$ cat config.mk
export PLATFORM = sky130hd
export DESIGN_NAME = dlkg_queue
export DESIGN_NICKNAME = d
export VERILOG_FILES = /design/src/rtl/dlkg_pkg.sv /design/src/rtl/dlkg_queue.sv
export VERILOG_INCLUDE_DIRS = /design/src /design/src/rtl
export SDC_FILE = /design/constraint.sdc
export NUM_CORES = 1
export LEC_CHECK = 0
export BUFFER_PORTS_ARGS = -buffer_cell sky130_fd_sc_hd__buf_4
export CAP_MARGIN = 10
export CORE_AREA = 10 10 47 49
export CTS_CLUSTER_DIAMETER = 30
export CTS_CLUSTER_SIZE = 40
export DETAILED_ROUTE_END_ITERATION = 16
export DIE_AREA = 0 0 57 59
export PLACE_DENSITY = 0.53
export SETUP_SLACK_MARGIN = 0.05
export SYNTH_ARGS = -nofsm -noshare
export SYNTH_HDL_FRONTEND = slang
export SYNTH_SLANG_ARGS = --single-unit
$ cat constraint.sdc
create_clock -name i_clk -period 1.1 [get_ports i_clk]
set_clock_uncertainty 0.15 [all_clocks]
set_input_delay 0 -clock i_clk [delete_from_list [all_inputs] [get_ports i_clk]]
set_output_delay 0 -clock i_clk [all_outputs]
set_load 0.02 [all_outputs]
$ cat src/rtl/assert_macros.svh
// Assertion helpers shared by the RTL.
`ifndef ASSERT_MACROS_SVH
`define ASSERT_MACROS_SVH
`ifndef NO_ASSERTIONS
`define AST_HOLDS(lbl, clk, rst_n, prop) \
    lbl: assert property (@(posedge clk) disable iff (!rst_n) (prop)) \
        else $error("assertion failed");
`define AST_IMPL(lbl, clk, rst_n, ante, cons) \
    lbl: assert property (@(posedge clk) disable iff (!rst_n) (ante) |-> (cons)) \
        else $error("assertion failed");
`else
`define AST_HOLDS(lbl, clk, rst_n, prop)
`define AST_IMPL(lbl, clk, rst_n, ante, cons)
`endif
`endif

$ cat src/rtl/dlkg_pkg.sv
package dlkg_pkg;

    localparam int TIME_W    = 20;
    localparam int FRAC_W    = 16;
    localparam int RATIO_W   = 16;
    localparam int OVER_W    = 8;
    localparam int UNDER_W   = 12;
    localparam int LEVEL_W   = 3;
    localparam int FLOOR_W   = 2;
    localparam int DEN_W     = FRAC_W + TIME_W;      // target in Q0.16 * us
    localparam int NUM_SHIFT = 28;                   // Q0.16 * Q4.12
    localparam int PROD_W    = RATIO_W + DEN_W;
    localparam int APB_AW    = 5;
    localparam int APB_DW    = 32;

    localparam logic [LEVEL_W-1:0] TOP_LEVEL = 3'd5;
    localparam logic [FLOOR_W-1:0] FLOOR_ON  = 2'd2;

    localparam logic [FRAC_W-1:0]  RST_DEC_SHARE    = 16'd52429;
    localparam logic [RATIO_W-1:0] RST_HARD_THR     = 16'd6144;
    localparam logic [RATIO_W-1:0] RST_OVER_THR     = 16'd4096;
    localparam logic [RATIO_W-1:0] RST_UNDER_THR    = 16'd2867;
    localparam logic [OVER_W-1:0]  RST_OVER_NEEDED  = 8'd3;
    localparam logic [UNDER_W-1:0] RST_UNDER_NEEDED = 12'd180;
    localparam logic [LEVEL_W-1:0] RST_LEVEL_LIMIT  = 3'd5;

    typedef enum logic [2:0] {
        REG_DEC_SHARE    = 3'd0,
        REG_HARD_THR     = 3'd1,
        REG_OVER_THR     = 3'd2,
        REG_UNDER_THR    = 3'd3,
        REG_OVER_NEEDED  = 3'd4,
        REG_UNDER_NEEDED = 3'd5,
        REG_LEVEL_LIMIT  = 3'd6
    } t_reg_idx;

    typedef struct packed {
        logic [FRAC_W-1:0]  dec_share;
        logic [RATIO_W-1:0] hard_thr;
        logic [RATIO_W-1:0] over_thr;
        logic [RATIO_W-1:0] under_thr;
        logic [OVER_W-1:0]  over_frames_needed;
        logic [UNDER_W-1:0] under_frames_needed;
        logic [LEVEL_W-1:0] level_limit;
    } t_cfg;

    // frame class handed from front to back
    typedef enum logic [2:0] {
        CLS_PANIC,
        CLS_OVER,
        CLS_UNDER,
        CLS_HOLD,
        CLS_MISS_HOLD
    } t_cls;

    typedef enum logic [1:0] {
        F_IDLE,
        F_MUL,
        F_CMP,
        F_PUSH
    } t_fstate;

    typedef struct packed {
        logic full;
        logic empty;
    } t_q_stat;

endpackage

$ cat src/rtl/dlkg_queue.sv
`include "assert_macros.svh"

module dlkg_queue import dlkg_pkg::*; #(
    parameter int DEPTH = 2
) (
    input  logic    i_clk,
    input  logic    i_rst_n,
    input  logic    i_push,
    input  t_cls    i_data,
    input  logic    i_pop,
    output t_cls    o_data,
    output t_q_stat o_stat
);

    localparam int PTR_W = $clog2(DEPTH);
    localparam int CNT_W = $clog2(DEPTH + 1);

    t_cls             r_mem [DEPTH];
    logic [PTR_W-1:0] r_wr_ptr, r_rd_ptr;
    logic [CNT_W-1:0] r_count;

    function automatic logic [PTR_W-1:0] ptr_inc(input logic [PTR_W-1:0] p);
        return (p == PTR_W'(DEPTH - 1)) ? '0 : p + 1'b1;
    endfunction

    always_ff @(posedge i_clk) begin
        if (!i_rst_n) begin
            r_wr_ptr <= '0;
            r_rd_ptr <= '0;
            r_count  <= '0;
        end else begin
            if (i_push) begin
                r_wr_ptr <= ptr_inc(r_wr_ptr);
            end
            if (i_pop) begin
                r_rd_ptr <= ptr_inc(r_rd_ptr);
            end
            if (i_push && !i_pop) begin
                r_count <= r_count + 1'b1;
            end else if (i_pop && !i_push) begin
                r_count <= r_count - 1'b1;
            end
        end
    end

    always_ff @(posedge i_clk) begin
        if (i_push) begin
            r_mem[r_wr_ptr] <= i_data;
        end
    end

    assign o_data       = r_mem[r_rd_ptr];
    assign o_stat.full  = (r_count == CNT_W'(DEPTH));
    assign o_stat.empty = (r_count == '0);

    `AST_IMPL(a_no_overflow, i_clk, i_rst_n, i_push, !o_stat.full)
    `AST_IMPL(a_no_underflow, i_clk, i_rst_n, i_pop, !o_stat.empty)
    `AST_HOLDS(a_count_bound, i_clk, i_rst_n, r_count <= CNT_W'(DEPTH))

endmodule

==> flow_summary.yaml <==
synthesis:
  synth_area_leaders: "edfxtp_1 42%, dfxtp_1 23%, mux2_2 7.8%"
  synth-seq-cells: 11
  synthCells: 31
  synth_area_sq_um: 433
  synth.distinct_cells: 15
  synth_top_area_frac: 0.416
  syn_nets: 39
  synth_area_leader_cell: "edfxtp_1"
  avgSynthCellArea_sq_um: 14.0
  yosysSeqAreaShare: 0.647
  ys_warn_count: 0
finish:
  final_nets: 66
  diodes: 0
  drive_gt1_frac: 0.509
  area_growth_pct: 67.3
worst_setup_path:
  cp_max_fo: 3
  crit_path_max_incr_delay_ns: 0.37
  slowest_stage: "dfxtp_4"
  r2r_cells: 3
  cp_cell_sequence: "mux2_4 > buf_6"
  ff2ff_setup_slack_ns: -0.03
  worstPathRequired_ns: 0.95
  arrival_ns: 1.07
  cp-start-kind: "register"
  path_buf_inv: 1
  crit_type: "register to primary output"
  cp-end-kind: "primary output"
  r2r-start: "r_count[0]$_SDFFE_PN0P_"
  r2r-end: "r_count[1]$_SDFFE_PN0P_"
  critical_path.top_delay_family: "flip-flops"
pwr:
  power_leakage_nw: 0.316
  power_frac_clock: 0.250
  switching_power_mw: 0.260
  power.density_nw_per_um2: 1430
  combPwrFrac: 0.274
  p_seq_frac: 0.476
  power.internal_mw: 0.779
  vdd_drop_max_mv: 0.864
  sw_frac_of_total: 0.250
  totalPowerFinal_mw: 1.04
clocking:
  clock_latency_ns: 0.26
  cts_tree: "done"
  cts.sinks: 11
  cts.path.max_buffers: 2
  clk_pin_slew_ns: 0.07
  cts_buffers: 3
  htree_levels: 1
  cts-root-buf: "clkbuf_4"
sta:
  period_share: 1.11
  relSlewSlack: 0.858
  finalWorstSetupSlack_ns: -0.118
  max_freq_mhz: 821
  hold_viol_final: 0
  rsz0062_at_grt: "true"
  setup_violations: 6
  min_period_ns: 1.22
  worst_pin_slew_ns: 0.211
  fin_tns_setup_ns: -0.541
  slew_viol_final: 0
floorplan:
  dieArea_sq_um: 3360
  ioPinCount: 12
  die_w_microns: 57
  core_area_sq_um: 1400
  die_h_microns: 59
  rows: 14
  start_util: 0.309
route:
  vias: 311
  firstDrtPassIters: 2
  drt_iter0_markers: 1
  routed_wl_microns: 886
  drc_errors: 0
  vias_per_cell: 4.26
  ant_nets: 0
  wl_per_cell_microns: 12.1
global_route:
  overflow: 0
  antenna_found_initial: 0
  busiest_layer: "met2"
  met1_usage: 0.0416
  grt_pass1_vias: 356
  grt_use_met3: 0.0322
  grt_util_met2: 0.0837
  track_usage: 0.0489
  grt_pass1_wl_microns: 1300
  grt_max_degree: 8
placement:
  place_congestion: 0.620
  dpl.hpwl_microns: 638
  port_buffers: 11
min_path:
  whs_path_depth: 4
  holdCritStartpoint: "i_push"
  hold_end: "r_count[1]$_SDFFE_PN0P_"
  min_path_type: "input port to register"
status:
  violations: "negative setup slack"
  status: "finished with violations"
flow_run:
  drv_cap: 0
## sequential cells by signal, indices dropped and copies added (netlist names), named ones only
name / cells
r_count: 2
r_rd_ptr: 1
r_mem: 6
r_wr_ptr: 1
## cell type report
cell class / count / area (sq um)
clock inverters: 1 / 5.00
multi-input cells: 19 / 178
well taps: 16 / 20.0
fillers: 125 / 677
flip-flops and latches: 11 / 285
clock buffers: 3 / 22.5
repair buffers: 22 / 210
inverters: 1 / 3.75
## worst reg2reg max path: stages, from the launching register on
cell and delay [ns]:
dfxtp_2 0.33, xor2_1 0.16, or3_1 0.30, a21boi_1 0.12
## Yosys cell counts
cell / n
and2_1: 4
and2b_2: 1
dfxtp_1: 5
edfxtp_1: 6
ha_1: 1
xnor2_1: 1
nor2_1: 1
nor2b_1: 2
or3_1: 1
mux2_2: 3
xor2_1: 2
inv_1: 1
o21a_1: 1
a21boi_1: 1
o21ai_0: 1
## routing by layer
metal,vias up,wire length (microns),part of all wire
li1,159,-,-
met1,142,360,0.41
met2,10,438,0.49
met3,0,87,0.098
met4,0,0,0
met5,-,0,0
## worst max path at each step
stage / from / end / slack, ns / cells past startpoint
floorplan: r_count[0]$_SDFFE_PN0P_ / r_count[1]$_SDFFE_PN0P_ / 0.01 / 3
global placement: i_push / r_count[1]$_SDFFE_PN0P_ / 0.004 / 4
detailed placement: i_push / r_count[1]$_SDFFE_PN0P_ / -0.02 / 4
CTS: register / o_data[1] / -0.13 / 2
global route: register / o_data[1] / -0.16 / 2
finish: register / o_data[1] / -0.12 / 2
## stage by stage
step / setup slack, ns / utilization / hold slack (ns) / cells / instance area (sq um)
floorplan: 0.0127 / - / -0.0511 / 31 / 434
global placement: 0.00434 / 0.399 / 0.0392 / 61 / 559
detailed placement: -0.0174 / 0.399 / 0.0419 / 61 / 559
CTS: -0.135 / 0.498 / -0.000801 / 72 / 698
global route: -0.158 / 0.517 / 0.0314 / 73 / 724
finish: -0.118 / 0.517 / 0.00607 / 73 / 724
## layout by cell type, fill, tap and decap left out, drive strengths merged, types with 2 or more instances in the layout
cell type,instances
and2,4
buf,16
clkbuf,3
dfxtp,5
dlygate4sd3,6
edfxtp,6
mux2,3
nor2b,2
xor2,2
## cell families after synthesis
logic type / share of synthesized area
flops: 0.647
simple gates: 0.130
mux: 0.0780
buf+inv: 0.00866
fa+ha+maj: 0.0289
compound gates: 0.0462
xor+xnor: 0.0607
## timing repair
item / 4_1_cts / 5_1_grt
gates resized for setup: 12 / 5
hold endpoints to repair: 11 / 0
hold buffers: 6 / 0
pin swaps: 3 / 1
cloned: 0 / 0
endpoints found under the setup margin: 9 / 7
setup buffers: 1 / 1
## power groups by stage
| stage | Clock, mW | Sequential, mW | Combinational (mW) |
|---|---|---|---|
| 2_1_floorplan | 0 | 0.494 | 0.105 |
| 3_3_place_gp | 0 | 0.494 | 0.188 |
| 3_5_place_dp | 0 | 0.496 | 0.193 |
| 4_1_cts | 0.273 | 0.491 | 0.251 |
| 5_1_grt | 0.292 | 0.498 | 0.307 |
| 6_report | 0.259 | 0.494 | 0.285 |
No activity file was read; power rests on OpenSTA's default activity.
