**config.mk**
```make
export PLATFORM = sky130hd
export DESIGN_NAME = dlkg_regs
export DESIGN_NICKNAME = d
export VERILOG_FILES = /design/src/rtl/assert_macros.svh /design/src/rtl/dlkg_pkg.sv /design/src/rtl/dlkg_regs.sv
export SDC_FILE = /design/constraint.sdc
export NUM_CORES = 1
export LEC_CHECK = 0
export BUFFER_PORTS_ARGS = -buffer_cell sky130_fd_sc_hd__buf_2
export CAP_MARGIN = 20
export CORE_ASPECT_RATIO = 1.2
export CORE_UTILIZATION = 45
export CTS_CLUSTER_SIZE = 24
export DETAILED_ROUTE_END_ITERATION = 16
export PLACE_DENSITY = 0.74
export SLEW_MARGIN = 20
export SYNTH_ARGS = -nofsm -noshare
export SYNTH_HDL_FRONTEND = slang
export SYNTH_SLANG_ARGS = --single-unit
export TNS_END_PERCENT = 20
```
**constraint.sdc**
```tcl
create_clock -name i_clk -period 3.3 [get_ports i_clk]
set_input_delay 0.66 -clock i_clk [delete_from_list [all_inputs] [get_ports i_clk]]
set_output_delay 0.66 -clock i_clk [all_outputs]
set_load 0.05 [all_outputs]
```
**src/rtl/assert_macros.svh**
```systemverilog
// Assertion helpers shared by the RTL.
`ifndef ASSERT_MACROS_SVH
`define ASSERT_MACROS_SVH
`ifndef NO_ASSERTIONS
`define AST_HOLDS(lbl, clk, rst_n, prop) \
    lbl: assert property (@(posedge clk) disable iff (!rst_n) (prop)) \
        else $error("assertion failed");
`define AST_IMPL(lbl, clk, rst_n, ante, cons) \
    lbl: assert property (@(posedge clk) disable iff (!rst_n) (ante) |-> (cons)) \
        else $error("assertion failed");
`else
`define AST_HOLDS(lbl, clk, rst_n, prop)
`define AST_IMPL(lbl, clk, rst_n, ante, cons)
`endif
`endif

```
**src/rtl/dlkg_pkg.sv**
```systemverilog
package dlkg_pkg;

    localparam int TIME_W    = 20;
    localparam int FRAC_W    = 16;
    localparam int RATIO_W   = 16;
    localparam int OVER_W    = 8;
    localparam int UNDER_W   = 12;
    localparam int LEVEL_W   = 3;
    localparam int FLOOR_W   = 2;
    localparam int DEN_W     = FRAC_W + TIME_W;      // target in Q0.16 * us
    localparam int NUM_SHIFT = 28;                   // Q0.16 * Q4.12
    localparam int PROD_W    = RATIO_W + DEN_W;
    localparam int APB_AW    = 5;
    localparam int APB_DW    = 32;

    localparam logic [LEVEL_W-1:0] TOP_LEVEL = 3'd5;
    localparam logic [FLOOR_W-1:0] FLOOR_ON  = 2'd2;

    localparam logic [FRAC_W-1:0]  RST_DEC_SHARE    = 16'd52429;
    localparam logic [RATIO_W-1:0] RST_HARD_THR     = 16'd6144;
    localparam logic [RATIO_W-1:0] RST_OVER_THR     = 16'd4096;
    localparam logic [RATIO_W-1:0] RST_UNDER_THR    = 16'd2867;
    localparam logic [OVER_W-1:0]  RST_OVER_NEEDED  = 8'd3;
    localparam logic [UNDER_W-1:0] RST_UNDER_NEEDED = 12'd180;
    localparam logic [LEVEL_W-1:0] RST_LEVEL_LIMIT  = 3'd5;

    typedef enum logic [2:0] {
        REG_DEC_SHARE    = 3'd0,
        REG_HARD_THR     = 3'd1,
        REG_OVER_THR     = 3'd2,
        REG_UNDER_THR    = 3'd3,
        REG_OVER_NEEDED  = 3'd4,
        REG_UNDER_NEEDED = 3'd5,
        REG_LEVEL_LIMIT  = 3'd6
    } t_reg_idx;

    typedef struct packed {
        logic [FRAC_W-1:0]  dec_share;
        logic [RATIO_W-1:0] hard_thr;
        logic [RATIO_W-1:0] over_thr;
        logic [RATIO_W-1:0] under_thr;
        logic [OVER_W-1:0]  over_frames_needed;
        logic [UNDER_W-1:0] under_frames_needed;
        logic [LEVEL_W-1:0] level_limit;
    } t_cfg;

    // frame class handed from front to back
    typedef enum logic [2:0] {
        CLS_PANIC,
        CLS_OVER,
        CLS_UNDER,
        CLS_HOLD,
        CLS_MISS_HOLD
    } t_cls;

    typedef enum logic [1:0] {
        F_IDLE,
        F_MUL,
        F_CMP,
        F_PUSH
    } t_fstate;

    typedef struct packed {
        logic full;
        logic empty;
    } t_q_stat;

endpackage

```
**src/rtl/dlkg_regs.sv**
```systemverilog
module dlkg_regs import dlkg_pkg::*; (
    input  logic              i_clk,
    input  logic              i_rst_n,
    input  logic              psel,
    input  logic              penable,
    input  logic              pwrite,
    input  logic [APB_AW-1:0] paddr,
    input  logic [APB_DW-1:0] pwdata,
    output logic [APB_DW-1:0] prdata,
    output logic              pready,
    output t_cfg              o_cfg
);

    t_cfg     r_cfg;
    t_reg_idx idx;
    logic     wr_en;

    assign idx    = t_reg_idx'(paddr[APB_AW-1:2]);
    assign wr_en  = psel && penable && pwrite;
    assign pready = 1'b1;
    assign o_cfg  = r_cfg;

    always_ff @(posedge i_clk) begin
        if (!i_rst_n) begin
            r_cfg.dec_share           <= RST_DEC_SHARE;
            r_cfg.hard_thr            <= RST_HARD_THR;
            r_cfg.over_thr            <= RST_OVER_THR;
            r_cfg.under_thr           <= RST_UNDER_THR;
            r_cfg.over_frames_needed  <= RST_OVER_NEEDED;
            r_cfg.under_frames_needed <= RST_UNDER_NEEDED;
            r_cfg.level_limit         <= RST_LEVEL_LIMIT;
        end else if (wr_en) begin
            unique case (idx)
                REG_DEC_SHARE:    r_cfg.dec_share           <= pwdata[FRAC_W-1:0];
                REG_HARD_THR:     r_cfg.hard_thr            <= pwdata[RATIO_W-1:0];
                REG_OVER_THR:     r_cfg.over_thr            <= pwdata[RATIO_W-1:0];
                REG_UNDER_THR:    r_cfg.under_thr           <= pwdata[RATIO_W-1:0];
                REG_OVER_NEEDED:  r_cfg.over_frames_needed  <= pwdata[OVER_W-1:0];
                REG_UNDER_NEEDED: r_cfg.under_frames_needed <= pwdata[UNDER_W-1:0];
                REG_LEVEL_LIMIT:  r_cfg.level_limit         <= pwdata[LEVEL_W-1:0];
                default: ;
            endcase
        end
    end

    always_comb begin
        unique case (idx)
            REG_DEC_SHARE:    prdata = APB_DW'(r_cfg.dec_share);
            REG_HARD_THR:     prdata = APB_DW'(r_cfg.hard_thr);
            REG_OVER_THR:     prdata = APB_DW'(r_cfg.over_thr);
            REG_UNDER_THR:    prdata = APB_DW'(r_cfg.under_thr);
            REG_OVER_NEEDED:  prdata = APB_DW'(r_cfg.over_frames_needed);
            REG_UNDER_NEEDED: prdata = APB_DW'(r_cfg.under_frames_needed);
            REG_LEVEL_LIMIT:  prdata = APB_DW'(r_cfg.level_limit);
            default:          prdata = '0;
        endcase
    end

endmodule

```
==> results.sh <==
export IMPL_io_pins=162
export IMPL_cts_buffers=9
export IMPL_p_switching_mw=0.6283
export IMPL_first_pass_iters=4
export IMPL_wl_per_cell_microns=17.02
export IMPL_grt_overflow=0
export IMPL_p_int_mw=1.430
export IMPL_synth_edf_count=0
export IMPL_postCtsSetupBuffers=0
export IMPL_r2r_cells=1
export IMPL_core_area_sq_mm=0.009081
export IMPL_synthFlopType="dfxtp_1"
export IMPL_dieArea_sq_mm=0.009777
export IMPL_clkLatencyLatePin_ns=0.35
export IMPL_cts_sinks=87
export IMPL_place_gp_congestion=0.7928
export IMPL_hp_start="o_cfg[37]"
export IMPL_crit_buf_inv=3
export IMPL_holdPathStages=2
export IMPL_antenna_found_initial=0
export IMPL_dp_final_hpwl_microns=8098
export IMPL_timing_fmax_ghz=0.3563
export IMPL_postSynthCellCount=452
export IMPL_cts_tree="done"
export IMPL_cpPeakStageDelay_ns=0.37
export IMPL_grt_usage=0.2423
export IMPL_status="completed"
export IMPL_port_buffers=126
export IMPL_via_per_inst=5.448
export IMPL_hold_viol_final=0
export IMPL_slew_violations=0
export IMPL_cts_root_buffer="clkbuf_8"
export IMPL_power_density_mw_per_mm2=411.7
export IMPL_drcViolationCount=0
export IMPL_yosysMostFrequentCell="dfxtp_1"
export IMPL_ys_seq_elements=87
export IMPL_die_h_microns=108.1
export IMPL_fin_total_pwr_mw=2.058
export IMPL_initialDrtViolationCount=246
export IMPL_max_vdd_ir_drop_mv=0.2704
export IMPL_grt_max_degree=57
export IMPL_period_needed_ns=2.806
export IMPL_grt_pass1_vias=3523
export IMPL_yosys_area_share_simple=0.2006
export IMPL_whs_endpoint="o_cfg[37]"
export IMPL_cts_resized=0
export IMPL_synth_top_family_by_area="multiplexers"
export IMPL_yosysSeqAreaShare=0.4124
export IMPL_setup_viol=0
export IMPL_synthToLayoutAreaGrowth_pct=18.40
export IMPL_seqPwrFrac=0.518
export IMPL_place_area_sq_mm=0.004825
export IMPL_synth_commonest_cells="87 x dfxtp_1, 78 x mux2i_1, 77 x nand2_1"
export IMPL_via_count=3754
export IMPL_switching_share=0.3052
export IMPL_grt_first_pass_wirelength_microns=18510
export IMPL_clock_tree_buffer_depth=2
export IMPL_synth_compound_area_frac=0.07526
export IMPL_wl_microns=11730
export IMPL_start_kind="primary input"
export IMPL_detail_route_antenna_nets=0
export IMPL_r2r_end="o_cfg[2]"
export IMPL_comb_power_share=0.156
export IMPL_drv_cap=0
export IMPL_yosysTopAreaCell="dfxtp_1"
export IMPL_tns_ns=0
export IMPL_rsz0062_at_grt="no"
export IMPL_critPathTopFamily="buffers and inverters"
export IMPL_nets=606
export IMPL_syn_area_per_cell_sq_um=9.342
export IMPL_path_clk_slew_ns=0.08
export IMPL_syn_area_sq_mm=0.004223
export IMPL_crit_reg2reg_launch="o_cfg[2]"
export IMPL_async_reset_ff_frac=0
export IMPL_arrival_ns=2.15
export IMPL_placementRows=38
export IMPL_synth_fa_ha_area_frac=0
export IMPL_crit_slowest_cell="buf_2"
export IMPL_fillers=861
export IMPL_worst_path_most_repeated_cell="buf_2"
export IMPL_yosysUniqueCellTypes=45
export IMPL_relSlewSlack=0.5088
export IMPL_critical_path_endpoint_type="primary output"
export IMPL_floorplan_initialDensity=0.4650
export IMPL_yosys_area_top_type_share=0.4124
export IMPL_path_max_fanout=17
export IMPL_fin_area_sq_mm=0.005000
export IMPL_timing_hold_ws_ns=0.4776
export IMPL_die_w_microns=90.43
export IMPL_path_cells="buf_2, buf_4, mux2_2, a21oi_1, nand4_1, buf_2"
export IMPL_muxShareOfSynthArea=0.2249
export IMPL_drive_above_1_share=0.3111
export IMPL_ctsHoldBuffers=0
export IMPL_hp_class="reg2reg"
export IMPL_synth_xor_area_frac=0
export IMPL_fin_crit_sh=0.8504
export IMPL_synthTopCellsByArea="dfxtp_1 41%, mux2i_1 18%, nand3_1 6.9%"
export IMPL_pwr_share_clk=0.326
export IMPL_worst_slew_pin_transition_ns=0.7363
export IMPL_htree_levels=3
export IMPL_diodes=0
export IMPL_critical_path_class="in2out"
export IMPL_yosysWarnings=0
export IMPL_fin_skew_ns=0
export IMPL_largest_reg_flops=87
export IMPL_rrSetupSlack_ns=2.60
export IMPL_total_leakage_power_nw=2.347
export IMPL_worstPathRequired_ns=2.64
## final cells by class
type / instances / area, sq um / area share
Inverter: 3 / 11.26 / 0.002252
Timing Repair Buffer: 139 / 740.7 / 0.1481
Sequential cell: 87 / 1742 / 0.3483
Clock buffer: 11 / 141.4 / 0.02828
Clock inverter: 5 / 33.78 / 0.006757
Multi-Input combinational cell: 324 / 2181 / 0.4362
Tap cell: 120 / 150.1 / 0.03003
## worst max path at each step
stage | endpoint | from | depth (start not counted) | slack, ns
6_report | prdata[1] | paddr[3] | 6 | 0.49
5_1_grt | prdata[11] | paddr[2] | 6 | 0.36
4_1_cts | prdata[1] | paddr[3] | 6 | 0.52
3_5_place_dp | prdata[1] | paddr[3] | 6 | 0.51
3_3_place_gp | prdata[1] | paddr[3] | 6 | 0.52
2_1_floorplan | prdata[0] | paddr[2] | 4 | 0.18
## power by group through the flow
stage	Clock (mW)	Sequential, mW	Combinational, mW
finish	0.671	1.07	0.321
detailed placement	0	1.09	0.319
floorplan	0	1.12	0.229
global route	0.734	1.07	0.340
global placement	0	1.09	0.315
CTS	0.677	1.07	0.320
## tightest hold or removal path, stage by stage, from the launching register on
cell and delay (ns):
dfxtp_1 0.33, nand2_1 0.05, mux2i_1 0.05
## stage by stage
step           worst slack [ns]  std cells  utilization
6_report                 0.4936        689       0.5506
5_1_grt                  0.3566        689       0.5506
4_1_cts                  0.5159        689       0.5506
3_5_place_dp             0.5116        673       0.5313
3_3_place_gp             0.5201        673       0.5313
2_1_floorplan            0.1761        467            -
## logic make-up after synthesis
kind of cell           Yosys count
and+or+nand+nor                167
muxes                           89
DFF                             87
buffers and inverters           56
AOI/OAI and AO/OA               51
other                            2
## per-layer routing
layer  track usage  wire [microns]
met2        0.4237            5859
met1        0.3006            5078
met3       0.03305             628
met5             0               0
met4        0.1014             164
## cell usage in the layout, fill, tap and decap left out, drive strengths merged, types with 3 or more instances in the layout
master / n
a21oi: 4
a221oi: 3
and2: 4
and4: 3
and4b: 3
buf: 139
clkbuf: 11
clkinv: 3
conb: 17
dfxtp: 87
inv: 3
mux2: 7
mux2i: 78
mux4: 4
nand2: 81
nand3: 59
nand4: 3
nor2: 5
o21ai: 28
o221ai: 3
Note: power is estimated with default switching activity, not from simulation.
