`src/rtl/assert_macros.svh`:
```
// Assertion helpers shared by the RTL.
`ifndef ASSERT_MACROS_SVH
`define ASSERT_MACROS_SVH
`ifndef NO_ASSERTIONS
`define AST_HOLDS(lbl, clk, rst_n, prop) \
    lbl: assert property (@(posedge clk) disable iff (!rst_n) (prop)) \
        else $error("assertion failed");
`define AST_IMPL(lbl, clk, rst_n, ante, cons) \
    lbl: assert property (@(posedge clk) disable iff (!rst_n) (ante) |-> (cons)) \
        else $error("assertion failed");
`else
`define AST_HOLDS(lbl, clk, rst_n, prop)
`define AST_IMPL(lbl, clk, rst_n, ante, cons)
`endif
`endif

```
`src/rtl/dlkg_pkg.sv`:
```
package dlkg_pkg;

    localparam int TIME_W    = 20;
    localparam int FRAC_W    = 16;
    localparam int RATIO_W   = 16;
    localparam int OVER_W    = 8;
    localparam int UNDER_W   = 12;
    localparam int LEVEL_W   = 3;
    localparam int FLOOR_W   = 2;
    localparam int DEN_W     = FRAC_W + TIME_W;      // target in Q0.16 * us
    localparam int NUM_SHIFT = 28;                   // Q0.16 * Q4.12
    localparam int PROD_W    = RATIO_W + DEN_W;
    localparam int APB_AW    = 5;
    localparam int APB_DW    = 32;

    localparam logic [LEVEL_W-1:0] TOP_LEVEL = 3'd5;
    localparam logic [FLOOR_W-1:0] FLOOR_ON  = 2'd2;

    localparam logic [FRAC_W-1:0]  RST_DEC_SHARE    = 16'd52429;
    localparam logic [RATIO_W-1:0] RST_HARD_THR     = 16'd6144;
    localparam logic [RATIO_W-1:0] RST_OVER_THR     = 16'd4096;
    localparam logic [RATIO_W-1:0] RST_UNDER_THR    = 16'd2867;
    localparam logic [OVER_W-1:0]  RST_OVER_NEEDED  = 8'd3;
    localparam logic [UNDER_W-1:0] RST_UNDER_NEEDED = 12'd180;
    localparam logic [LEVEL_W-1:0] RST_LEVEL_LIMIT  = 3'd5;

    typedef enum logic [2:0] {
        REG_DEC_SHARE    = 3'd0,
        REG_HARD_THR     = 3'd1,
        REG_OVER_THR     = 3'd2,
        REG_UNDER_THR    = 3'd3,
        REG_OVER_NEEDED  = 3'd4,
        REG_UNDER_NEEDED = 3'd5,
        REG_LEVEL_LIMIT  = 3'd6
    } t_reg_idx;

    typedef struct packed {
        logic [FRAC_W-1:0]  dec_share;
        logic [RATIO_W-1:0] hard_thr;
        logic [RATIO_W-1:0] over_thr;
        logic [RATIO_W-1:0] under_thr;
        logic [OVER_W-1:0]  over_frames_needed;
        logic [UNDER_W-1:0] under_frames_needed;
        logic [LEVEL_W-1:0] level_limit;
    } t_cfg;

    // frame class handed from front to back
    typedef enum logic [2:0] {
        CLS_PANIC,
        CLS_OVER,
        CLS_UNDER,
        CLS_HOLD,
        CLS_MISS_HOLD
    } t_cls;

    typedef enum logic [1:0] {
        F_IDLE,
        F_MUL,
        F_CMP,
        F_PUSH
    } t_fstate;

    typedef struct packed {
        logic full;
        logic empty;
    } t_q_stat;

endpackage

```
`src/rtl/dlkg_ifs.sv`:
```
interface dlkg_in_if import dlkg_pkg::*; ();
    logic               valid;
    logic               ready;
    logic [TIME_W-1:0]  decode_time;
    logic [TIME_W-1:0]  period_time;
    logic               missed;

    modport source (output valid, decode_time, period_time, missed, input ready);
    modport sink   (input valid, decode_time, period_time, missed, output ready);
endinterface


```
`src/rtl/dlkg_front.sv`:
```
module dlkg_front import dlkg_pkg::*; (
    input  logic    i_clk,
    input  logic    i_rst_n,
    dlkg_in_if.sink i_frame,
    input  t_cfg    i_cfg,
    input  t_q_stat i_q_stat,
    output logic    o_push,
    output t_cls    o_cls
);

    t_fstate             r_state, n_state;
    logic [TIME_W-1:0]   r_decode;
    logic [TIME_W-1:0]   r_period;
    logic                r_miss;
    logic [DEN_W-1:0]    r_den;
    t_cls                r_cls, n_cls;

    logic [PROD_W-1:0]   num;
    logic [PROD_W-1:0]   lim_panic, lim_down, lim_up;
    logic                den_zero;
    logic                ge_panic, gt_down, ge_up;

    always_ff @(posedge i_clk) begin
        if (!i_rst_n) begin
            r_state <= F_IDLE;
        end else begin
            r_state <= n_state;
        end
    end

    always_ff @(posedge i_clk) begin
        if (i_frame.valid && i_frame.ready) begin
            r_decode <= i_frame.decode_time;
            r_period <= i_frame.period_time;
            r_miss   <= i_frame.missed;
        end
        if (r_state == F_MUL) begin
            r_den <= DEN_W'(i_cfg.dec_share) * DEN_W'(r_period);
        end
        if (r_state == F_CMP) begin
            r_cls <= n_cls;
        end
    end

    // ratio >= r  <=>  decode << 28 >= r * target
    assign num       = PROD_W'({r_decode, {NUM_SHIFT{1'b0}}});
    assign lim_panic = PROD_W'(i_cfg.hard_thr) * PROD_W'(r_den);
    assign lim_down  = PROD_W'(i_cfg.over_thr) * PROD_W'(r_den);
    assign lim_up    = PROD_W'(i_cfg.under_thr) * PROD_W'(r_den);
    assign den_zero  = (r_den == '0);

    always_comb begin
        // zero target means ratio zero
        if (den_zero) begin
            ge_panic = (i_cfg.hard_thr == '0);
            gt_down  = 1'b0;
            ge_up    = (i_cfg.under_thr == '0);
        end else begin
            ge_panic = (num >= lim_panic);
            gt_down  = (num > lim_down);
            ge_up    = (num >= lim_up);
        end
        priority if (ge_panic) begin
            n_cls = CLS_PANIC;
        end else if (gt_down) begin
            n_cls = CLS_OVER;
        end else if (!ge_up && !r_miss) begin
            n_cls = CLS_UNDER;
        end else if (r_miss) begin
            n_cls = CLS_MISS_HOLD;
        end else begin
            n_cls = CLS_HOLD;
        end
    end

    always_comb begin
        n_state       = r_state;
        i_frame.ready = 1'b0;
        o_push        = 1'b0;
        unique case (r_state)
            F_IDLE: begin
                i_frame.ready = 1'b1;
                if (i_frame.valid) begin
                    n_state = F_MUL;
                end
            end
            F_MUL: n_state = F_CMP;
            F_CMP: n_state = F_PUSH;
            F_PUSH: begin
                o_push = !i_q_stat.full;
                if (!i_q_stat.full) begin
                    n_state = F_IDLE;
                end
            end
            default: n_state = F_IDLE;
        endcase
    end

    assign o_cls = r_cls;

endmodule

```
`src/flat_wrapper.sv`:
```
// flat-port wrapper written by rule: the top's interface ports become plain ports
module dlkg_front_flat import dlkg_pkg::*;
  (i_clk, i_rst_n, i_cfg, i_q_stat, o_push, o_cls, i_frame_valid, i_frame_decode_time, i_frame_period_time, i_frame_missed, i_frame_ready);
  dlkg_in_if i_frame_i ();
  input  logic i_clk;
  input  logic i_rst_n;
  input  t_cfg i_cfg;
  input  t_q_stat i_q_stat;
  output logic o_push;
  output t_cls o_cls;
  input wire logic [$bits(i_frame_i.valid)-1:0] i_frame_valid;
  input wire logic [$bits(i_frame_i.decode_time)-1:0] i_frame_decode_time;
  input wire logic [$bits(i_frame_i.period_time)-1:0] i_frame_period_time;
  input wire logic [$bits(i_frame_i.missed)-1:0] i_frame_missed;
  output wire logic [$bits(i_frame_i.ready)-1:0] i_frame_ready;
  assign i_frame_i.valid = i_frame_valid;
  assign i_frame_i.decode_time = i_frame_decode_time;
  assign i_frame_i.period_time = i_frame_period_time;
  assign i_frame_i.missed = i_frame_missed;
  assign i_frame_ready = i_frame_i.ready;
  dlkg_front u_core (.i_clk(i_clk), .i_rst_n(i_rst_n), .i_frame(i_frame_i), .i_cfg(i_cfg), .i_q_stat(i_q_stat), .o_push(o_push), .o_cls(o_cls));
endmodule
```
`config.mk`:
```
export PLATFORM = sky130hd
export DESIGN_NAME = dlkg_front_flat
export DESIGN_NICKNAME = d
export VERILOG_FILES = /design/src/rtl/assert_macros.svh /design/src/rtl/dlkg_pkg.sv /design/src/rtl/dlkg_ifs.sv /design/src/rtl/dlkg_front.sv /design/src/flat_wrapper.sv
export SDC_FILE = /design/constraint.sdc
export NUM_CORES = 2
export LEC_CHECK = 0
export ABC_AREA = 1
export BUFFER_PORTS_ARGS = -buffer_cell sky130_fd_sc_hd__buf_2
export CORE_MARGIN = 4
export CORE_UTILIZATION = 45
export DETAILED_ROUTE_END_ITERATION = 8
export PLACE_DENSITY = 0.66
export SYNTH_ARGS = -nofsm -noshare
export SYNTH_HDL_FRONTEND = slang
export SYNTH_SLANG_ARGS = --single-unit
```
`constraint.sdc`:
```
create_clock -name i_clk -period 16.5 [get_ports i_clk]
set_input_delay 0.825 -clock i_clk [delete_from_list [all_inputs] [get_ports i_clk]]
set_output_delay 0.825 -clock i_clk [all_outputs]
set_load 0.05 [all_outputs]
```
==> results.cfg <==
[synth]
synth_top_area_cell = fa_1
synth_cell_types = 58
syn_inst = 9268
synth_top_family_by_area = adder cells
synth_edf_count = 80
synthXorXnorAreaFrac_pct = 1.54
synth_compound_area_share_pct = 3.33
synthSimpleGateAreaFrac_pct = 18.3
muxShareOfSynthArea_pct = 0
ys_seq_area_share_pct = 3.44
synthArstFlopShare_pct = 0
synth_top_area_share_pct = 47.2
yosys_warnings = 0
synth_ff_type = edfxtp_1
synth_area_sq_mm = 0.0709
ys_seq_elements = 82
synth_fp_nets = 11600
ys_top_cells_by_area = fa_1 (47%), nand2_1 (15%), inv_1 (14%)
synthAdderAreaFrac_pct = 56.8
avgSynthCellArea_sq_um = 7.65

[worst_setup_path]
critical_path.max_stage_delay_ns = 1.23
cp_slowest_cell = edfxtp_1
r2r-start = u_core.r_den[7]$_DFFE_PN_
worstReg2RegEnd = u_core.o_cls[0]$_SDFFCE_PP0P_
critPathMaxFanout = 33
cp_data_required_time_ns = 16.72
arrival_ns = 9.62
crit_top_cell = nand2_1
cp.depth = 39
path_buf_inv = 7
cp-end-kind = flip-flop
rrSetupSlack_ns = 7.10
setup.worst_path.end = u_core.o_cls[0]$_SDFFCE_PP0P_
start_kind = flip-flop
ff2ff_path_depth = 39
path_class = flip-flop to flip-flop
crit_path_start = u_core.r_den[7]$_DFFE_PN_
crit_family = adder cells

[worst_hold_path]
holdCritPathClass = flip-flop to flip-flop

[clock_tree]
path_clk_slew_ns = 0.07
cts_buffer_depth = 2
cts_max_level = 3
clk_latency_ns = 0.38
clock_sinks = 82
hold_buffers = 0
tritoncts = built
cts_made_buffers = 9
root_buffer = clkbuf_16
cts_setup_buffers = 0
cts_resized = 0

[finish]
final_nets = 11400
final_common_cell = nand2_1
synthToLayoutAreaGrowth_pct = 3.38
drive_above_1_share_pct = 3.49
layout_common_cells = nand2_1 (2,785), inv_1 (2,660), fa_1 (1,672)

[die]
die_area_sq_mm = 0.164
design.core.area_sq_mm = 0.156
die_h_um = 405
placementRows = 145
initial_core_util_pct = 45.3
ioPinCount = 138
die_w_um = 405

[sta]
fin_crit_ns = 9.40
hold_viol = 0
worstMarginPinSlew_ns = 1.33
drv_slew = 0
slew_headroom_pct = 11.3
hold_ws_ns = 0.563
finalSetupViolations = 0
finalCritPeriodShare_pct = 56.9
fmax_mhz = 106
tns_ns = 0
rsz0062_at_grt = false
clock_skew_ns = 0.0180

[global_route]
grt_pass1_wl_um = 330000
grt_pass1_vias = 61200
grt_usage_pct = 25.5
grt_max_degree = 50
grt_overflow = 0
antenna_found_initial = 8

[detailed_routing]
drt_iter0_markers = 3926
wl_per_cell_um = 18.3
routed_via_density = 5.17
num_vias = 57400
firstDrtPassIters = 5
postRouteWirelength_um = 203000
postRouteAntennaNets = 0
drc = 0

[job]
drv_cap = 0

[outcome]
status = completed

[placement]
hpwlAfterDp_um = 156000
gp_congestion = 0.927
port_buffers = 113
==> layer usage <==
metal  up-vias  global-route usage [%]  share of wire [%]
li1      25600                       -                  -
met1     29100                    33.0                 40
met2      2222                    43.6                 48
met3       456                    4.24                7.9
met4         2                    8.86                3.9
met5         -                       0             0.0064
==> stage by stage <==
| stage | util, % | instances | worst slack, ns | cell area, sq um |
|---|---|---|---|---|
| 6_report | 46.9 | 11100 | 7.10 | 73300 |
| 5_1_grt | 46.9 | 11100 | 6.54 | 73300 |
| 4_1_cts | 46.9 | 11100 | 7.26 | 73300 |
| 3_5_place_dp | 46.7 | 11100 | 7.04 | 73000 |
| 3_3_place_gp | 46.7 | 11100 | 7.05 | 73000 |
| 2_1_floorplan | - | 9268 | 8.70 | 70900 |
==> flip-flops by register name (all words and copies together), names as in the netlist <==
register and flops:
u_core.o_cls 3, u_core.r_decode 20, u_core.r_den 36, u_core.r_miss 1, u_core.r_period 20, u_core.r_state 2
==> final cells by class <==
type | instances | area [sq um]
timing repair buffer | 193 | 1170
clock buffer | 9 | 225
clock inverter | 7 | 72.6
tap | 2058 | 2570
sequential | 82 | 2440
multi-input combinational | 6044 | 56700
antenna | 11 | 27.5
fill | 15500 | 83100
inverter | 2698 | 10100
==> cells in the mapped netlist (7+ instances only) <==
cell and count:
a21o_1 13, nand2_1 2785, nand3_1 115, a211oi_1 8
ha_1 544, o21ai_0 67, o21a_1 12, nor2_2 10
nand3b_1 9, a21oi_2 13, a31oi_1 17, nand2_2 19
nor3_2 7, edfxtp_1 80, nor3_1 22, nor4_1 22
inv_2 36, nand4_1 41, xnor2_1 51, fa_1 1672
o21ai_1 17, xor2_1 74, nor2_1 252, a21oi_1 202
buf_1 157, o21bai_1 24, inv_1 2661, clkbuf_1 287
==> worst min-delay path, delay by kind of cell (launching register included) <==
| kind | cells | cell delay, ns |
|---|---|---|
| buffers and inverters | 1 | 0.11 |
| flip-flops | 1 | 0.33 |
| AO/OA/AOI/OAI | 1 | 0.08 |
==> worst min-delay path by stage <==
stage	start	to	slack, ns	cells after the start
6_report	u_core.r_state[1]$_SDFFE_PN0P_	u_core.r_state[1]$_SDFFE_PN0P_	0.56	2
5_1_grt	u_core.r_state[1]$_SDFFE_PN0P_	u_core.r_state[1]$_SDFFE_PN0P_	0.58	2
4_1_cts	u_core.r_state[1]$_SDFFE_PN0P_	u_core.r_state[1]$_SDFFE_PN0P_	0.56	2
3_5_place_dp	u_core.r_state[1]$_SDFFE_PN0P_	u_core.r_state[1]$_SDFFE_PN0P_	0.55	2
3_3_place_gp	u_core.r_state[1]$_SDFFE_PN0P_	u_core.r_state[1]$_SDFFE_PN0P_	0.51	2
2_1_floorplan	u_core.r_state[1]$_SDFFE_PN0P_	u_core.r_state[1]$_SDFFE_PN0P_	0.49	2
==> cell families (layout without fill, tap and decap cells) <==
group	after synthesis	after routing
and+or+nand+nor	3301	3301
buffers and inverters	3142	2907
adders and majority gates	2216	2216
AOI/OAI and AO/OA	402	402
xor gates and xnor gates	125	125
DFF	82	82
other	0	11
Power is not shown: default switching activity piles up to over one toggle a cycle in this logic, so the estimate is an artifact.
