==> config.mk <==
export PLATFORM = sky130hd
export DESIGN_NAME = dlkg_back_flat
export DESIGN_NICKNAME = d
export VERILOG_FILES = /design/src/rtl/dlkg_pkg.sv /design/src/rtl/dlkg_ifs.sv /design/src/rtl/dlkg_back.sv /design/src/flat_wrapper.sv
export VERILOG_INCLUDE_DIRS = /design/src /design/src/rtl
export SDC_FILE = /design/constraint.sdc
export NUM_CORES = 1
export LEC_CHECK = 0
export ABC_CLOCK_PERIOD_IN_PS = 3570
export BUFFER_PORTS_ARGS = -buffer_cell sky130_fd_sc_hd__buf_2
export CAP_MARGIN = 0
export CORE_AREA = 10 10 82 84
export DETAILED_ROUTE_END_ITERATION = 10
export DIE_AREA = 0 0 92 94
export PLACE_DENSITY = 0.76
export SYNTH_ARGS = -nofsm -noshare
export SYNTH_HDL_FRONTEND = slang
export SYNTH_SLANG_ARGS = --single-unit
==> constraint.sdc <==
create_clock -name i_clk -period 3.57 [get_ports i_clk]
set_input_delay 0.714 -clock i_clk [delete_from_list [all_inputs] [get_ports i_clk]]
set_output_delay 0.714 -clock i_clk [all_outputs]
set_load 0.05 [all_outputs]
==> src/rtl/assert_macros.svh <==
// Assertion helpers shared by the RTL.
`ifndef ASSERT_MACROS_SVH
`define ASSERT_MACROS_SVH
`ifndef NO_ASSERTIONS
`define AST_HOLDS(lbl, clk, rst_n, prop) \
    lbl: assert property (@(posedge clk) disable iff (!rst_n) (prop)) \
        else $error("assertion failed");
`define AST_IMPL(lbl, clk, rst_n, ante, cons) \
    lbl: assert property (@(posedge clk) disable iff (!rst_n) (ante) |-> (cons)) \
        else $error("assertion failed");
`else
`define AST_HOLDS(lbl, clk, rst_n, prop)
`define AST_IMPL(lbl, clk, rst_n, ante, cons)
`endif
`endif

==> src/rtl/dlkg_pkg.sv <==
package dlkg_pkg;

    localparam int TIME_W    = 20;
    localparam int FRAC_W    = 16;
    localparam int RATIO_W   = 16;
    localparam int OVER_W    = 8;
    localparam int UNDER_W   = 12;
    localparam int LEVEL_W   = 3;
    localparam int FLOOR_W   = 2;
    localparam int DEN_W     = FRAC_W + TIME_W;      // target in Q0.16 * us
    localparam int NUM_SHIFT = 28;                   // Q0.16 * Q4.12
    localparam int PROD_W    = RATIO_W + DEN_W;
    localparam int APB_AW    = 5;
    localparam int APB_DW    = 32;

    localparam logic [LEVEL_W-1:0] TOP_LEVEL = 3'd5;
    localparam logic [FLOOR_W-1:0] FLOOR_ON  = 2'd2;

    localparam logic [FRAC_W-1:0]  RST_DEC_SHARE    = 16'd52429;
    localparam logic [RATIO_W-1:0] RST_HARD_THR     = 16'd6144;
    localparam logic [RATIO_W-1:0] RST_OVER_THR     = 16'd4096;
    localparam logic [RATIO_W-1:0] RST_UNDER_THR    = 16'd2867;
    localparam logic [OVER_W-1:0]  RST_OVER_NEEDED  = 8'd3;
    localparam logic [UNDER_W-1:0] RST_UNDER_NEEDED = 12'd180;
    localparam logic [LEVEL_W-1:0] RST_LEVEL_LIMIT  = 3'd5;

    typedef enum logic [2:0] {
        REG_DEC_SHARE    = 3'd0,
        REG_HARD_THR     = 3'd1,
        REG_OVER_THR     = 3'd2,
        REG_UNDER_THR    = 3'd3,
        REG_OVER_NEEDED  = 3'd4,
        REG_UNDER_NEEDED = 3'd5,
        REG_LEVEL_LIMIT  = 3'd6
    } t_reg_idx;

    typedef struct packed {
        logic [FRAC_W-1:0]  dec_share;
        logic [RATIO_W-1:0] hard_thr;
        logic [RATIO_W-1:0] over_thr;
        logic [RATIO_W-1:0] under_thr;
        logic [OVER_W-1:0]  over_frames_needed;
        logic [UNDER_W-1:0] under_frames_needed;
        logic [LEVEL_W-1:0] level_limit;
    } t_cfg;

    // frame class handed from front to back
    typedef enum logic [2:0] {
        CLS_PANIC,
        CLS_OVER,
        CLS_UNDER,
        CLS_HOLD,
        CLS_MISS_HOLD
    } t_cls;

    typedef enum logic [1:0] {
        F_IDLE,
        F_MUL,
        F_CMP,
        F_PUSH
    } t_fstate;

    typedef struct packed {
        logic full;
        logic empty;
    } t_q_stat;

endpackage

==> src/rtl/dlkg_ifs.sv <==


interface dlkg_out_if import dlkg_pkg::*; ();
    logic               valid;
    logic               ready;
    logic [LEVEL_W-1:0] level;
    logic               drop_c_enh;
    logic               c_base_only;
    logic               fovea_shrunk;
    logic               drop_b_enh;
    logic               low_refresh;
    logic [FLOOR_W-1:0] floor_c;
    logic               c_dc_plane;
    logic [FLOOR_W-1:0] floor_b;

    modport source (output valid, level, drop_c_enh, c_base_only, fovea_shrunk,
                    drop_b_enh, low_refresh, floor_c, c_dc_plane, floor_b,
                    input ready);
    modport sink   (input valid, level, drop_c_enh, c_base_only, fovea_shrunk,
                    drop_b_enh, low_refresh, floor_c, c_dc_plane, floor_b,
                    output ready);
endinterface

==> src/rtl/dlkg_back.sv <==
`include "assert_macros.svh"

module dlkg_back import dlkg_pkg::*; (
    input  logic      i_clk,
    input  logic      i_rst_n,
    input  t_cfg      i_cfg,
    input  t_q_stat   i_q_stat,
    input  t_cls      i_cls,
    output logic      o_pop,
    dlkg_out_if.source o_knob
);

    logic [LEVEL_W-1:0] r_knob, n_knob;
    logic [OVER_W-1:0]  r_over_cnt, n_over_cnt;
    logic [UNDER_W-1:0] r_under_cnt, n_under_cnt;
    logic               r_out_valid;
    logic [LEVEL_W-1:0] r_level;

    logic [LEVEL_W-1:0] limit;
    logic [OVER_W-1:0]  need_over;
    logic [UNDER_W-1:0] need_under;
    logic [OVER_W:0]    over_inc;
    logic [UNDER_W:0]   under_inc;
    logic               can_raise, can_lower;

    assign o_pop = !i_q_stat.empty && (!r_out_valid || o_knob.ready);

    assign limit      = (i_cfg.level_limit > TOP_LEVEL) ? TOP_LEVEL : i_cfg.level_limit;
    assign need_over  = (i_cfg.over_frames_needed == '0) ? OVER_W'(1)
                                                         : i_cfg.over_frames_needed;
    assign need_under = (i_cfg.under_frames_needed == '0) ? UNDER_W'(1)
                                                          : i_cfg.under_frames_needed;
    assign over_inc   = {1'b0, r_over_cnt} + 1'b1;
    assign under_inc  = {1'b0, r_under_cnt} + 1'b1;
    assign can_raise  = (r_knob < limit);
    assign can_lower  = (r_knob != '0);

    always_comb begin
        n_knob      = r_knob;
        n_over_cnt  = r_over_cnt;
        n_under_cnt = r_under_cnt;
        unique case (i_cls)
            CLS_PANIC: begin
                if (can_raise) begin
                    n_knob = r_knob + 1'b1;
                end
                n_over_cnt  = '0;
                n_under_cnt = '0;
            end
            CLS_OVER: begin
                n_under_cnt = '0;
                if (over_inc >= {1'b0, need_over}) begin
                    n_over_cnt = '0;
                    if (can_raise) begin
                        n_knob = r_knob + 1'b1;
                    end
                end else begin
                    n_over_cnt = over_inc[OVER_W-1:0];
                end
            end
            CLS_UNDER: begin
                n_over_cnt = '0;
                if (under_inc >= {1'b0, need_under}) begin
                    n_under_cnt = '0;
                    if (can_lower) begin
                        n_knob = r_knob - 1'b1;
                    end
                end else begin
                    n_under_cnt = under_inc[UNDER_W-1:0];
                end
            end
            CLS_MISS_HOLD: begin
                n_over_cnt  = '0;
                n_under_cnt = '0;
            end
            CLS_HOLD: n_over_cnt = '0;
            default: ;
        endcase
        // any level change restarts both runs
        if (n_knob != r_knob) begin
            n_over_cnt  = '0;
            n_under_cnt = '0;
        end
    end

    always_ff @(posedge i_clk) begin
        if (!i_rst_n) begin
            r_knob      <= '0;
            r_over_cnt  <= '0;
            r_under_cnt <= '0;
            r_out_valid <= 1'b0;
        end else begin
            if (o_pop) begin
                r_knob      <= n_knob;
                r_over_cnt  <= n_over_cnt;
                r_under_cnt <= n_under_cnt;
                r_out_valid <= 1'b1;
            end else if (o_knob.ready) begin
                r_out_valid <= 1'b0;
            end
        end
    end

    always_ff @(posedge i_clk) begin
        if (o_pop) begin
            r_level <= n_knob;
        end
    end

    assign o_knob.valid        = r_out_valid;
    assign o_knob.level        = r_level;
    assign o_knob.drop_c_enh   = (r_level >= LEVEL_W'(1));
    assign o_knob.c_base_only  = (r_level >= LEVEL_W'(2));
    assign o_knob.fovea_shrunk = (r_level >= LEVEL_W'(3));
    assign o_knob.drop_b_enh   = (r_level >= LEVEL_W'(4));
    assign o_knob.low_refresh  = (r_level >= TOP_LEVEL);
    assign o_knob.floor_c      = (r_level >= LEVEL_W'(1)) ? FLOOR_ON : '0;
    assign o_knob.c_dc_plane   = (r_level >= LEVEL_W'(2));
    assign o_knob.floor_b      = (r_level >= LEVEL_W'(4)) ? FLOOR_ON : '0;

    `AST_HOLDS(a_knob_range, i_clk, i_rst_n, r_knob <= TOP_LEVEL)
    `AST_IMPL(a_change_clears, i_clk, i_rst_n, r_knob != $past(r_knob), r_over_cnt == '0 && r_under_cnt == '0)
    `AST_IMPL(a_out_tracks_knob, i_clk, i_rst_n, r_out_valid, r_level == r_knob)

endmodule

==> src/flat_wrapper.sv <==
// flat-port wrapper written by rule: the top's interface ports become plain ports
module dlkg_back_flat import dlkg_pkg::*;
  (i_clk, i_rst_n, i_cfg, i_q_stat, i_cls, o_pop, o_knob_valid, o_knob_level, o_knob_drop_c_enh, o_knob_c_base_only, o_knob_fovea_shrunk, o_knob_drop_b_enh, o_knob_low_refresh, o_knob_floor_c, o_knob_c_dc_plane, o_knob_floor_b, o_knob_ready);
  dlkg_out_if o_knob_i ();
  input  logic i_clk;
  input  logic i_rst_n;
  input  t_cfg i_cfg;
  input  t_q_stat i_q_stat;
  input  t_cls i_cls;
  output logic o_pop;
  output wire logic [$bits(o_knob_i.valid)-1:0] o_knob_valid;
  output wire logic [$bits(o_knob_i.level)-1:0] o_knob_level;
  output wire logic [$bits(o_knob_i.drop_c_enh)-1:0] o_knob_drop_c_enh;
  output wire logic [$bits(o_knob_i.c_base_only)-1:0] o_knob_c_base_only;
  output wire logic [$bits(o_knob_i.fovea_shrunk)-1:0] o_knob_fovea_shrunk;
  output wire logic [$bits(o_knob_i.drop_b_enh)-1:0] o_knob_drop_b_enh;
  output wire logic [$bits(o_knob_i.low_refresh)-1:0] o_knob_low_refresh;
  output wire logic [$bits(o_knob_i.floor_c)-1:0] o_knob_floor_c;
  output wire logic [$bits(o_knob_i.c_dc_plane)-1:0] o_knob_c_dc_plane;
  output wire logic [$bits(o_knob_i.floor_b)-1:0] o_knob_floor_b;
  input wire logic [$bits(o_knob_i.ready)-1:0] o_knob_ready;
  assign o_knob_valid = o_knob_i.valid;
  assign o_knob_level = o_knob_i.level;
  assign o_knob_drop_c_enh = o_knob_i.drop_c_enh;
  assign o_knob_c_base_only = o_knob_i.c_base_only;
  assign o_knob_fovea_shrunk = o_knob_i.fovea_shrunk;
  assign o_knob_drop_b_enh = o_knob_i.drop_b_enh;
  assign o_knob_low_refresh = o_knob_i.low_refresh;
  assign o_knob_floor_c = o_knob_i.floor_c;
  assign o_knob_c_dc_plane = o_knob_i.c_dc_plane;
  assign o_knob_floor_b = o_knob_i.floor_b;
  assign o_knob_i.ready = o_knob_ready;
  dlkg_back u_core (.i_clk(i_clk), .i_rst_n(i_rst_n), .i_cfg(i_cfg), .i_q_stat(i_q_stat), .i_cls(i_cls), .o_pop(o_pop), .o_knob(o_knob_i));
endmodule
==> flow_metrics.env <==
export IMPL_timing_max_cap_violations=0
export IMPL_vias_per_cell=5.52
export IMPL_hold_violations=0
export IMPL_worstMarginPinSlew_ns=0.737
export IMPL_firstDrtPassIters=4
export IMPL_worstHoldPathCells=1
export IMPL_met1_length_mm=2.47
export IMPL_dpl_cell_count=391
export IMPL_cts_buffers=3
export IMPL_p_sw_w=0.000231
export IMPL_place_gp_congestion=0.814
export IMPL_synth_edff_count=3
export IMPL_final_cells=395
export IMPL_antenna_found_initial=0
export IMPL_path_cells="and2_1 > nand4_1 > nor2_1 > xor2_1 > ha_1 > and4_1 > o21ai_0 > o21ai_0 > a221o_1 > a2bb2oi_1 > o2bb2ai_1"
export IMPL_postCtsSetupBuffers=0
export IMPL_worstPathMaxFanout=6
export IMPL_multi_input_comb_area_sq_um=1620
export IMPL_setup_violations=0
export IMPL_coreArea_sq_um=5070
export IMPL_wl_met2_mm=2.56
export IMPL_track_usage=0.126
export IMPL_register_area_sq_um=571
export IMPL_grt_overflow=0
export IMPL_num_io_pins=110
export IMPL_rows=26
export IMPL_worstSetupPathType="flip-flop to flip-flop"
export IMPL_timing_final_crit_period_ns=3.23
export IMPL_io_buffer_count=42
export IMPL_wl_met3_um=377
export IMPL_reg2reg_depth=11
export IMPL_clk_pin_slew_ns=0.09
export IMPL_cts_root_buffer="clkbuf_8"
export IMPL_crit_buf_inv=0
export IMPL_wl_per_cell_um=13.8
export IMPL_start_kind="flip-flop"
export IMPL_insertion_delay_ns=0.27
export IMPL_dp_hpwl_mm=4.52
export IMPL_end_kind="flip-flop"
export IMPL_cts_num_sinks=27
export IMPL_slew_headroom=0.503
export IMPL_yosys_warnings=0
export IMPL_die_y_um=94
export IMPL_arrival_ns=3.26
export IMPL_grt_pass1_wl_mm=9.33
export IMPL_dp_slack_ns=0.329
export IMPL_max_stage_delay_ns=0.60
export IMPL_layout_nets=448
export IMPL_cts_buffer_depth=2
export IMPL_drc=0
export IMPL_fin_crit_sh=0.905
export IMPL_leakage_nw=1.25
export IMPL_cts_tree="yes"
export IMPL_top_layer_used="met4"
export IMPL_synth_seq_cells=27
export IMPL_yosys_cell_types_count=59
export IMPL_crit_required_ns=3.60
export IMPL_seq_power_share=0.473
export IMPL_syn_area_sq_um=2370
export IMPL_grt_max_degree=15
export IMPL_ys_seq_area_frac=0.241
export IMPL_power_frac_comb=0.270
export IMPL_n_antenna_cell=0
export IMPL_cts_hold_buffers_added=0
export IMPL_status="finished, final reports clean"
export IMPL_skew_ns=0.00714
export IMPL_drtAntennaViolNets=0
export IMPL_path_delay_family="compound AO/OA/AOI/OAI gates"
export IMPL_synth_cells=288
export IMPL_htree_levels=1
export IMPL_rsz0062_at_grt="false"
export IMPL_fp_dieW_um=92
export IMPL_cp_common_cell="o21ai_0"
export IMPL_drt_iter0_markers=199
export IMPL_start_util=0.466
export IMPL_setup_slack_ns=0.340
export IMPL_totalWireLength_mm=5.45
export IMPL_clkPwrFrac=0.256
export IMPL_cp_depth=11
export IMPL_n_fill_cell=518
export IMPL_hp_class="flip-flop to flip-flop"
export IMPL_avgSynthCellArea_sq_um=8.22
export IMPL_areaGrowthSynthToFinish_pct=12.0
export IMPL_slew_violations=0
export IMPL_cts_resized=0
export IMPL_finalSetupTns_ns=0
export IMPL_fmax_mhz=310
export IMPL_drive_above_1_share=0.182
export IMPL_synthArstFlopShare=0
export IMPL_ir_drop_mv=0.133
export IMPL_internal_power_w=0.000454
export IMPL_grt_pass1_vias=2093
export IMPL_powerDensity_nw_per_um2=258
export IMPL_switching_share=0.337
export IMPL_design_die_area_sq_um=8650
export IMPL_synthFlopType="dfxtp_1"
export IMPL_route_vias_total=2179
export IMPL_critPathSlowestCell="o21ai_0"
==> per-layer routing <==
| layer | vias up | GRT usage |
|---|---|---|
| met5 | - | 0 |
| met4 | 0 | 0.0437 |
| met3 | 2 | 0.0248 |
| met2 | 58 | 0.208 |
| met1 | 981 | 0.158 |
| li1 | 1138 | - |
==> area by class of cell <==
type | count | share of cell area
clock buffer | 4 | 0.0170
tap | 70 | 0.0330
multi-input combinational | 223 | 0.612
inverter | 27 | 0.0382
timing repair buffer | 44 | 0.0849
sequential | 27 | 0.215
==> per-stage QoR <==
step / utilization / hold slack, ns / power (W) / cell area, sq um
finish: 0.522 / 0.483 / 0.000685 / 2650
global route: 0.522 / 0.510 / 0.000720 / 2650
CTS: 0.522 / 0.487 / 0.000689 / 2650
detailed placement: 0.514 / 0.464 / 0.000516 / 2610
global placement: 0.514 / 0.448 / 0.000512 / 2610
floorplan: - / 0.442 / 0.000470 / 2370
==> state kept, by name, summed over array words and instances (netlist names) <==
register and count:
u_core.r_under_cnt 12, u_core.o_knob.level 3, u_core.r_knob 3, u_core.o_knob.valid 1, u_core.r_over_cnt 8
==> cell families (layout without fill, tap and decap cells) <==
group           after synthesis  count (layout)  share of synthesized area
xor+xnor                     16              16                     0.0592
fa+ha+maj                    27              27                      0.143
compound gates               85              85                      0.267
flops                        27              27                      0.241
simple gates                 92              92                      0.208
other cells                   1               2                    0.00158
buf+inv                      39              75                     0.0756
mux                           1               1                    0.00423
==> cell usage after synthesis, types with 3 or more instances <==
cell type / count / share of area
a32o_1: 7 / 0.030
nor3_1: 11 / 0.023
and3_1: 5 / 0.013
ha_1: 27 / 0.14
nand2b_1: 3 / 0.0079
edfxtp_1: 3 / 0.038
xnor2_1: 10 / 0.037
inv_1: 26 / 0.041
buf_4: 6 / 0.019
a21o_1: 8 / 0.025
nand2_1: 15 / 0.024
o31ai_1: 4 / 0.013
a21oi_1: 10 / 0.021
a22o_1: 5 / 0.018
o21ai_0: 21 / 0.044
a211oi_1: 3 / 0.0095
xor2_1: 6 / 0.022
dfxtp_1: 24 / 0.20
o21a_1: 4 / 0.013
nor4_1: 5 / 0.013
nor3b_1: 4 / 0.013
nor2_1: 15 / 0.024
nand4_1: 5 / 0.013
nand3_1: 12 / 0.025
nor2b_1: 5 / 0.013
clkbuf_1: 3 / 0.0048
==> final timing paths <==
path	startpoint	end	slack, ns
max	u_core.r_over_cnt[2]$_SDFFE_PN0P_	u_core.o_knob.level[2]$_DFFE_PP_	0.34
min	u_core.r_under_cnt[11]$_SDFFE_PN0P_	u_core.r_under_cnt[11]$_SDFFE_PN0P_	0.48
min reg2reg	u_core.r_under_cnt[11]$_SDFFE_PN0P_	u_core.r_under_cnt[11]$_SDFFE_PN0P_	0.48
max reg2reg	u_core.r_over_cnt[2]$_SDFFE_PN0P_	u_core.o_knob.level[2]$_DFFE_PP_	0.34
==> cell usage in the layout, fill, tap and decap left out, types with 5 or more instances in the layout <==
cell and n:
a21o_1 8, a21oi_1 10, a22o_1 5, a32o_1 7, and3_1 5, buf_2 42
dfxtp_1 24, ha_1 27, inv_1 26, nand2_1 15, nand3_1 12, nand4_1 5
nor2_1 15, nor2b_1 5, nor3_1 11, nor4_1 5, o21ai_0 21, xnor2_1 10
xor2_1 6
==> power by group through the flow <==
stage          Sequential (W)  Clock (W)  Combinational (W)
2_1_floorplan        0.000342          0           0.000127
3_3_place_gp         0.000331          0           0.000181
3_5_place_dp         0.000331          0           0.000185
4_1_cts              0.000324   0.000179           0.000186
5_1_grt              0.000326   0.000190           0.000204
6_report             0.000324   0.000176           0.000185
No activity file was read; power rests on OpenSTA's default activity.
